**config.mk**
```make
export PLATFORM = sky130hd
export DESIGN_NAME = sfa_div_stage
export DESIGN_NICKNAME = d
export VERILOG_FILES = /design/src/rtl/sfa_pkg.sv /design/src/rtl/sfa_div_stage.sv
export SDC_FILE = /design/constraint.sdc
export NUM_CORES = 1
export LEC_CHECK = 0
export ABC_AREA = 0
export BUFFER_PORTS_ARGS = -buffer_cell sky130_fd_sc_hd__buf_2
export CAP_MARGIN = 40
export CORE_ASPECT_RATIO = 0.5
export CORE_MARGIN = 2
export CORE_UTILIZATION = 51
export DETAILED_ROUTE_END_ITERATION = 8
export PLACE_DENSITY = 0.86
export SYNTH_ARGS = -nofsm -noshare
export SYNTH_HDL_FRONTEND = slang
export SYNTH_SLANG_ARGS = --single-unit
```
**constraint.sdc**
```tcl
create_clock -name clock -period 5.85 [get_ports clock]
set_input_delay 0.585 -clock clock [delete_from_list [all_inputs] [get_ports clock]]
set_output_delay 0.585 -clock clock [all_outputs]
set_load 0.01 [all_outputs]
```
**src/rtl/sfa_pkg.sv**
```systemverilog
// shared types, codes and constants for the saturating fixed-point alu
// used by every module of the block; depends on nothing
`default_nettype none

package sfa_pkg;

   // operand and result word as seen on the ports
   localparam int OPERAND_BITS = 32;
   // intermediate width for products and scaled dividends
   localparam int WIDE_BITS = 64;
   // default clamp width of the result
   localparam int WORD_BITS_DEF = 32;
   // fraction bits of the fixed-point format
   localparam int FRAC_BITS = 16;

   // operation codes
   localparam logic [1:0] CMD_ADD = 2'd0;
   localparam logic [1:0] CMD_SUB = 2'd1;
   localparam logic [1:0] CMD_MUL = 2'd2;
   localparam logic [1:0] CMD_DIV = 2'd3;

   typedef struct packed {
      logic [1:0]                     cmd;
      logic signed [OPERAND_BITS-1:0] operand_a;
      logic signed [OPERAND_BITS-1:0] operand_b;
   } req_type;

   typedef struct packed {
      logic signed [OPERAND_BITS-1:0] value;
      logic                           saturated;
      logic                           limit_sticky;
   } rsp_type;

   // one item in flight through the divider stages
   typedef struct packed {
      logic                           direct;     // result already known
      logic signed [OPERAND_BITS-1:0] res_value;
      logic                           res_sat;
      logic                           q_neg;      // quotient sign
      logic [OPERAND_BITS-1:0]        bmag;       // divisor magnitude
      logic [OPERAND_BITS-1:0]        rem;        // partial remainder
      logic [OPERAND_BITS-1:0]        dvd;        // dividend bits still to shift in
      logic [OPERAND_BITS-1:0]        quo;        // quotient bits so far
   } div_work_type;

endpackage

`default_nettype wire

```
**src/rtl/sfa_div_stage.sv**
```systemverilog
// one restoring division step with its pipeline register
// depends on sfa_pkg for the work item type
`default_nettype none

module sfa_div_stage (
   input  wire logic                 clock,
   input  wire logic                 reset,
   input  wire logic                 load,
   input  wire logic                 in_vld,
   input  wire sfa_pkg::div_work_type in_work,
   output logic                      out_vld,
   output sfa_pkg::div_work_type     out_work
);

   logic                          vld_ff;
   sfa_pkg::div_work_type         work_ff;
   sfa_pkg::div_work_type         work_in;
   logic [sfa_pkg::OPERAND_BITS:0] trial;
   logic [sfa_pkg::OPERAND_BITS:0] diff;
   logic                          fits;

   // bring down the next dividend bit and try the subtract
   always_comb begin
      trial   = {in_work.rem, in_work.dvd[sfa_pkg::OPERAND_BITS-1]};
      diff    = trial - {1'b0, in_work.bmag};
      fits    = (trial >= {1'b0, in_work.bmag});
      work_in = in_work;
      work_in.rem = fits ? diff[sfa_pkg::OPERAND_BITS-1:0]
                         : trial[sfa_pkg::OPERAND_BITS-1:0];
      work_in.dvd = {in_work.dvd[sfa_pkg::OPERAND_BITS-2:0], 1'b0};
      work_in.quo = {in_work.quo[sfa_pkg::OPERAND_BITS-2:0], fits};
   end

   always_ff @(posedge clock) begin
      if (reset) begin
         vld_ff <= 1'b0;
      end else if (load) begin
         vld_ff <= in_vld;
      end
   end

   always_ff @(posedge clock) begin
      if (load) begin
         work_ff <= work_in;
      end
   end

   assign out_vld  = vld_ff;
   assign out_work = work_ff;

endmodule

`default_nettype wire

```
==> flow_summary.toml, run 1 <==
[run_status]
status = "completed"

[min_path]
min_path_type = "input pin to flop"

[logic_synthesis]
ys_seq_area_frac = 0.686
synth-async-reset-ratio = 0
syn_area_sq_um = 7120
syn_area_per_cell_sq_um = 14.0
syn_inst = 510
synth_area_leader_cell = "edfxtp_1"
yosysWarnings = 0
synthFlopType = "edfxtp_1"
synth_edf_count = 162
ys_top_cells_by_area = "edfxtp_1, ha_1, a21oi_1"
yosysUniqueCellTypes = 49
syn_nets = 710
synth.top_cell.area_share = 0.684
yosys_register_bits = 163

[critical_path]
crit_type = "input pin to flop"
cp_data_required_time_ns = 6.01
r2r_slack_ns = 5.25
critPathArrivalTime_ns = 3.73
cp_common_cell = "a21oi_1"
critPathSlowestCell = "fa_1"
r2r_start = "out_vld"
path_cells = "buf_2 -> inv_1 -> ha_1 -> fa_1 -> nand2b_1 -> a21oi_1 -> o21ai_0 -> o311a_1 -> a31oi_1 -> a21oi_1 -> o41ai_1 -> xor2_1 -> mux2_1"
endpoint_kind = "flop"
crit_fanout = 4
crit_end = "out_work[94]"
slowest_delay_ns = 0.45
r2r-end = "out_vld"
critical_path.startpoint = "in_work[63]"
startpoint_type = "input pin"
r2r_cells = 2

[drt]
routed_wl_microns = 19000
route.vias.total = 5510
ant_nets = 0
avgViaCountPerCell = 5.25
drtPass1Iterations = 5
route.detailed.drc = 0
drt-initial-drc-count = 468
post_drt_wl_per_cell_microns = 18.1

[clock_tree]
numCtsBuffers = 17
cts_sinks = 163
post_cts_buffers = 0
clock_latency_ns = 0.40
postCtsHoldBufs = 0
cts_tree = "done"
clk_pin_slew_ns = 0.07
cts-root-buf = "clkbuf_16"
cts_buffer_depth = 2
htreeDepth = 4
cts.repair.resized = 0

[place]
gp_congestion = 0.916
hpwlAfterDp_microns = 14300
place_inst = 1016
port_buffers = 328

[finish]
final-instance-count-excl-fill = 1049
nets = 1043
drive_gt1_frac = 0.436
nFillCells = 982
mostFrequentLayoutCells = "buf_2, edfxtp_1, a21oi_1"
seq_area_sq_um = 4880
utilization = 0.703
multi_input_area_sq_um = 2000
layout_commonest_cell = "buf_2"
area_growth_pct = 34.3

[power_and_ir_drop]
max-vdd-ir-drop_uv = 202
power.leakage_nw = 4.26
pwr_density_cell_nw_per_um2 = 325

[grt]
overflow = 0
antenna_found_initial = 1
grt_usage = 0.243
grt_pass1_wl_microns = 27800
grt_max_degree = 79
grt_pass1_vias = 5323

[die]
coreArea_sq_um = 13600
io_pins = 331
initial_core_util = 0.524
dieHeight_microns = 87.5
num_rows = 30
die_x_microns = 171
die-area_sq_um = 15000

[flow_run]
drv_cap = 0

[sta]
finClkSkew_ns = 0
setup_tns_ns = 0
drv_slew = 0
hold_violations = 0
tightest_slew_ns = 0.654
setup_viol = 0
finalCritPeriodShare = 0.611
fin_crit_ns = 3.57
clock.fmax_mhz = 280
slew_headroom = 0.564
rsz0062_at_grt = "no"
## cell type report
cell class	instances	area share
timing repair buffer	332	0.178
antenna	1	0.000262
inverter	38	0.0149
sequential	163	0.511
multi-input combinational	291	0.209
clock buffer	18	0.0449
clock inverter	14	0.0173
tap	192	0.0251
## worst max-delay path: cells and delay by family
family	cells	cell delay [ns]
compound gates	6	1.71
xor+xnor	1	0.11
fa+ha+maj	2	0.68
buf+inv	2	0.13
mux	1	0.31
simple gates	1	0.20
## how the worst min path moves through the flow
stage / startpoint / endpoint / cells after the start
2_1_floorplan: out_vld / out_vld / 2
3_3_place_gp: out_vld / out_vld / 2
3_5_place_dp: out_vld / out_vld / 2
4_1_cts: in_work[138] / out_work[138] / 1
5_1_grt: in_work[134] / out_work[134] / 1
6_report: in_work[54] / out_work[55] / 1
## state kept, by name, indices dropped and copies added (netlist names)
register / flops
out_vld: 1
out_work: 162
## layer usage
metal / vias up / share of wire / track usage
li1: 2564 / - / -
met3: 51 / 0.067 / 0.0556
met2: 255 / 0.51 / 0.424
met5: - / 0 / 0
met4: 0 / 0.028 / 0.0840
met1: 2640 / 0.40 / 0.305
## logic make-up (layout without fill, tap and decap cells)
logic type               count (synthesis)  count (layout)  synth area share
flip-flops                             163             163             0.686
AO/OA/AOI/OAI                          118             118             0.103
AND/OR/NAND/NOR                         99              99            0.0642
buffers and inverters                   56             402            0.0332
adder cells (fa/ha/maj)                 33              33            0.0591
XOR/XNOR                                27              27            0.0332
multiplexers                            13              13            0.0200
other                                    1               2          0.000527
## through the flow
stage | total power [W] | worst slack [ns] | hold slack (ns) | area [sq um]
after detailed placement | 0.00199 | 1.95 | 0.531 | 8960
after floorplan | 0.00175 | 2.49 | 0.528 | 7120
after CTS | 0.00311 | 2.34 | 0.343 | 9560
after global placement | 0.00197 | 2.02 | 0.476 | 8930
final | 0.00311 | 2.28 | 0.347 | 9560
after global routing | 0.00321 | 2.07 | 0.333 | 9560
## cells in the mapped netlist (all sizes together) (2+ instances only)
library cell and n:
a211o 2, a211oi 4, a21o 12, a21oi 54
a2bb2oi 2, a31oi 5, and4 2, buf 12
clkbuf 6, edfxtp 162, ha 32, inv 38
mux2 10, mux2i 3, nand2 27, nand2b 4
nand3 8, nand4 7, nor2 37, nor2b 2
nor3 2, nor4 4, o211ai 4, o21a 6
o21ai 17, o21bai 3, o22ai 2, o31ai 2
o41ai 2, xnor2 16, xor2 11
## power by group
group / total (W) / internal, W / switching (W)
Sequential: 0.00144 / 0.00142 / 0.0000279
Clock: 0.00113 / 0.000646 / 0.000484
Combinational: 0.000531 / 0.000223 / 0.000308
Total: 0.00311 / 0.00229 / 0.000820
No activity file was read; power rests on OpenSTA's default activity.
==> run 2: changes to the inputs <==
CORE_UTILIZATION = 42   (was 51)
PLACE_DENSITY = 0.76   (was 0.86)
clock period = 2.99 ns   (was 5.85 ns; I/O delays follow)
==> run 2 against run 1 <==
  * Power rose by 92%
  * Sequential power increased by 96%
  * Largest power group unchanged
  * Worst hold slack got worse by 0.30 ns
  * Sequential cell count did not move
  * Critical endpoint unchanged
  * Via count shrank 0.38%
  * Clock power rose by 81%
  * Non-clock buffer count rose by 37
==> flow_summary.toml, run 2 (synthesized netlist as in run 1, its figures left out) <==
[sta]
tightest_slew_ns = 0.690
drv_slew = 0
clock.fmax_mhz = 355
slew_headroom = 0.540
fin_crit_ns = 2.82
finClkSkew_ns = 0
hold_violations = 0
setup_tns_ns = 0
rsz0062_at_grt = "no"
finalCritPeriodShare = 0.943
setup_viol = 0

[flow_run]
drv_cap = 0

[power_and_ir_drop]
pwr_density_cell_nw_per_um2 = 605
power.leakage_nw = 4.41
power_w = 0.00596
max-vdd-ir-drop_uv = 413

[critical_path]
cp_data_required_time_ns = 3.15
r2r-end = "out_vld"
r2r_slack_ns = 2.39
endpoint_kind = "flop"
crit_fanout = 3
crit_type = "input pin to flop"
r2r_cells = 2
startpoint_type = "input pin"
critPathArrivalTime_ns = 2.98
r2r_start = "out_vld"

[min_path]
hold_start = "reset"
min_path_type = "input pin to flop"
min_path_cells = 2
hold_path_end = "out_vld"

[grt]
overflow = 0
grt_pass1_wl_microns = 27900
antenna_found_initial = 1
grt_usage = 0.203
grt_pass1_vias = 5303
grt_max_degree = 72

[drt]
avgViaCountPerCell = 4.90
route.detailed.drc = 0
ant_nets = 0
drtPass1Iterations = 4
routed_wl_microns = 18700
route.vias.total = 5489
drt-initial-drc-count = 335
post_drt_wl_per_cell_microns = 16.7

[clock_tree]
cts_buffer_depth = 2
numCtsBuffers = 17
cts_sinks = 163
postCtsHoldBufs = 0
cts.repair.resized = 0
clk_pin_slew_ns = 0.06
clock_latency_ns = 0.41
cts-root-buf = "clkbuf_16"
cts_tree = "done"
post_cts_buffers = 0
htreeDepth = 4

[die]
num_rows = 33
initial_core_util = 0.432
die_x_microns = 188
coreArea_sq_um = 16500
io_pins = 331
die-area_sq_um = 18100
dieHeight_microns = 96.0

[place]
port_buffers = 328
gp_congestion = 0.872
place_inst = 1088
hpwlAfterDp_microns = 14700

[finish]
layout_commonest_cell = "buf_2"
largest_reg_flops = 162
drive_gt1_frac = 0.460
final-instance-count-excl-fill = 1121
nFillCells = 1384
nets = 1080
area_growth_pct = 38.3
mostFrequentLayoutCells = "buf_2, edfxtp_1, a21oi_1"

[run_status]
status = "completed"
==> run 2: cell count changes in the layout (fill, tap and decap cells not counted), sizes merged <==
cell / change
clkbuf: +1
clkinv: +2
buf: +37
inv: -3
clkinvlp: +2
bufinv: -2
==> run 2: worst max-delay path by stage <==
stage,start,end,slack [ns],cells past startpoint
final,in_work[63],out_work[94],0.17,13
after global routing,in_work[63],out_work[94],0.007,13
after CTS,in_work[63],out_work[94],0.21,13
after detailed placement,in_work[63],out_work[94],-0.23,13
after global placement,in_work[63],out_work[94],-0.16,13
after floorplan,in_work[103],out_work[77],0.01,12
==> run 2: critical path, stage by stage <==
cell and delay (ns):
buf_2 0.09, inv_1 0.04, ha_1 0.22, fa_1 0.39, nand2b_1 0.18, a21oi_1 0.17
o21ai_0 0.16, o311a_1 0.35, a31oi_1 0.22, a21oi_1 0.17, o41ai_2 0.26, xor2_1 0.11
mux2_1 0.31
==> run 2: where the power goes <==
| part | total, W | internal [W] | leakage (nW) | switching, W |
|---|---|---|---|---|
| sequential | 0.00282 | 0.00277 | 1.59 | 0.0000530 |
| combinational | 0.00109 | 0.000484 | 2.55 | 0.000610 |
| clock | 0.00204 | 0.00110 | 0.263 | 0.000944 |
| total | 0.00596 | 0.00435 | 4.41 | 0.00161 |
==> run 2: stage by stage <==
| stage | hold WS, ns | setup slack [ns] | util | cell area, sq um |
|---|---|---|---|---|
| floorplan | 0.371 | 0.0138 | - | 7130 |
| global placement | 0.458 | -0.158 | 0.563 | 9280 |
| detailed placement | 0.472 | -0.232 | 0.563 | 9280 |
| CTS | 0.0289 | 0.207 | 0.597 | 9840 |
| global route | 0.0282 | 0.00732 | 0.597 | 9840 |
| finish | 0.0424 | 0.169 | 0.597 | 9840 |
==> run 2: per-layer routing <==
metal | part of all wire | up-vias | GRT usage
li1 | - | 2640 | -
met1 | 0.43 | 2650 | 0.264
met2 | 0.50 | 184 | 0.344
met3 | 0.055 | 15 | 0.0481
met4 | 0.0099 | 0 | 0.0610
met5 | 0 | - | 0
==> run 2: cell type report <==
cell class / instances / area, sq um / share of cell area
Clock buffer: 19 / 433 / 0.0440
Sequential cell: 163 / 4880 / 0.496
Timing Repair Buffer: 369 / 1970 / 0.200
Tap cell: 227 / 284 / 0.0289
Inverter: 38 / 143 / 0.0145
Clock inverter: 13 / 121 / 0.0123
Antenna cell: 1 / 2.50 / 0.000254
Multi-Input combinational cell: 291 / 2000 / 0.204
==> run 3: changes to the inputs <==
clock period = 2.48 ns   (was 2.99 ns; I/O delays follow)
==> run 3 against run 2 <==
  * The run now ends with setup timing left
  * Worst hold slack worse by 0.026 ns
  * First-iteration DRC count grew 49%
  * Non-clock buffer count is 145 higher
  * Global-route usage up 3.1 points
  * Combinational power rose by 61%
  * Final area is 20% higher
  * Sequential share of layout area down 8.1 points
  * Final cell count grew 13%
  * Count of clock-buffer cells in the layout is the same
  * Routed wire length is 18% higher
  * Critical path type unchanged
  * Critical endpoint is now out_work[87]
  * Largest cell class unchanged
  * Largest power group unchanged
==> flow_summary.toml, run 3 (synthesized netlist as in run 1, its figures left out) <==
[run_status]
status = "complete, but fails checks"
violations = "setup timing"

[clock_tree]
htreeDepth = 4
numCtsBuffers = 17
cts_sinks = 163
cts_tree = "done"
clk_pin_slew_ns = 0.07
cts-root-buf = "clkbuf_16"
clock_latency_ns = 0.41
cts_buffer_depth = 2

[sta]
fin_crit_ns = 2.67
worst_slack_ns = -0.192
hold_violations = 0
finalCritPeriodShare = 1.08
tightest_slew_ns = 0.498
setup_viol = 33
worst_hold_slack_ns = 0.0168
drv_slew = 0
rsz0062_at_grt = "yes"
finClkSkew_ns = 0
slew_headroom = 0.665
clock.fmax_mhz = 374

[grt]
grt_pass1_vias = 6134
grt_pass1_wl_microns = 32100
antenna_found_initial = 1
grt_usage = 0.234
grt_max_degree = 52
overflow = 0

[die]
num_rows = 33
die_x_microns = 188
initial_core_util = 0.432
coreArea_sq_um = 16500
dieHeight_microns = 96.0
die-area_sq_um = 18100
io_pins = 331

[critical_path]
crit_fanout = 5
critPathSlowestCell = "or4_4"
endpoint_kind = "flop"
slowest_delay_ns = 0.53
cp_data_required_time_ns = 2.65
r2r_slack_ns = 1.82
critPathArrivalTime_ns = 2.85
startpoint_type = "input pin"
crit_type = "input pin to flop"
path_cells = "buf_2 -> inv_1 -> ha_4 -> nand4_1 -> or4_4 -> a21oi_2 -> nor3_2 -> a211oi_2 -> o21ai_2 -> o31ai_4 -> buf_6 -> buf_12 -> mux2_4"

[drt]
drtPass1Iterations = 6
route.detailed.drc = 0
route.vias.total = 6223
avgViaCountPerCell = 4.92
ant_nets = 0
routed_wl_microns = 22000
post_drt_wl_per_cell_microns = 17.4
drt-initial-drc-count = 500

[power_and_ir_drop]
power.leakage_nw = 5.22
pwr_density_cell_nw_per_um2 = 674
max-vdd-ir-drop_uv = 525

[finish]
nFillCells = 1101
nets = 1225
drive_gt1_frac = 0.509
largest_reg_flops = 162
mostFrequentLayoutCells = "buf_2, edfxtp_1, dlygate4sd3_1"
final-instance-count-excl-fill = 1266
layout_commonest_cell = "buf_2"
area_growth_pct = 65.3

[flow_run]
drv_cap = 0

[place]
gp_congestion = 0.867
hpwlAfterDp_microns = 15000
place_inst = 1122
port_buffers = 328

[min_path]
min_path_type = "input pin to flop"
run 3: cell count changes in the layout (fill, tap and decap cells not counted), sizes merged:
cell         before  now
bufinv            0    3
clkbuf           19   20
buf             369  422
clkinvlp          3    1
dlygate4sd3       0   91
inv              44   43
run 3: report_power, final:
group | internal [W] | leakage [nW] | switching, W
sequential | 0.00334 | 1.59 | 0.0000681
clock | 0.00161 | 0.296 | 0.00114
combinational | 0.000885 | 3.33 | 0.000879
run 3: final timing paths:
path                      from            to  cells after the start
hold / removal     in_work[99]  out_work[99]                      1
hold reg to reg        out_vld       out_vld                      2
setup / recovery  in_work[114]  out_work[87]                     13
setup reg to reg       out_vld       out_vld                      2
run 3: area by class of cell:
cell class	instances	area [sq um]	share of cell area
Sequential cell	163	4880	0.415
Timing Repair Buffer	514	3480	0.296
Multi-Input combinational cell	291	2340	0.199
Clock buffer	19	433	0.0368
Tap cell	227	284	0.0241
Clock inverter	13	174	0.0148
Inverter	38	158	0.0134
Antenna cell	1	2.50	0.000213
run 3: metrics by stage:
stage / TNS, ns / cell area, sq um / power [W] / setup slack (ns) / util
6_report: -3.21 / 11800 / 0.00793 / -0.192 / 0.714
5_1_grt: -4.77 / 11800 / 0.00822 / -0.230 / 0.714
4_1_cts: -1.39 / 11400 / 0.00784 / -0.129 / 0.694
3_5_place_dp: -16.25 / 9690 / 0.00489 / -0.661 / 0.588
3_3_place_gp: -14.52 / 9690 / 0.00486 / -0.552 / 0.588
2_1_floorplan: -10.95 / 7300 / 0.00417 / -0.422 / -
run 3: metal layers:
layer | part of all wire | global-route usage
met3 | 0.060 | 0.0470
met4 | 0.023 | 0.0761
met1 | 0.41 | 0.293
met2 | 0.51 | 0.415
met5 | 0 | 0
run 3: what timing repair did:
action,CTS,global route
gates cloned,2,1
hold buffers,84,7
resized for setup,44,53
setup endpoints to repair,29,32
buffers inserted,12,7
hold endpoints to repair,84,7
pin swaps,12,17
run 3: critical path: cells and delay by family:
family                     cells  cell delay [ns]
muxes                          1             0.31
and+or+nand+nor                3             0.77
adders and majority gates      1             0.27
AOI/OAI and AO/OA              4             0.79
buffers and inverters          4             0.45
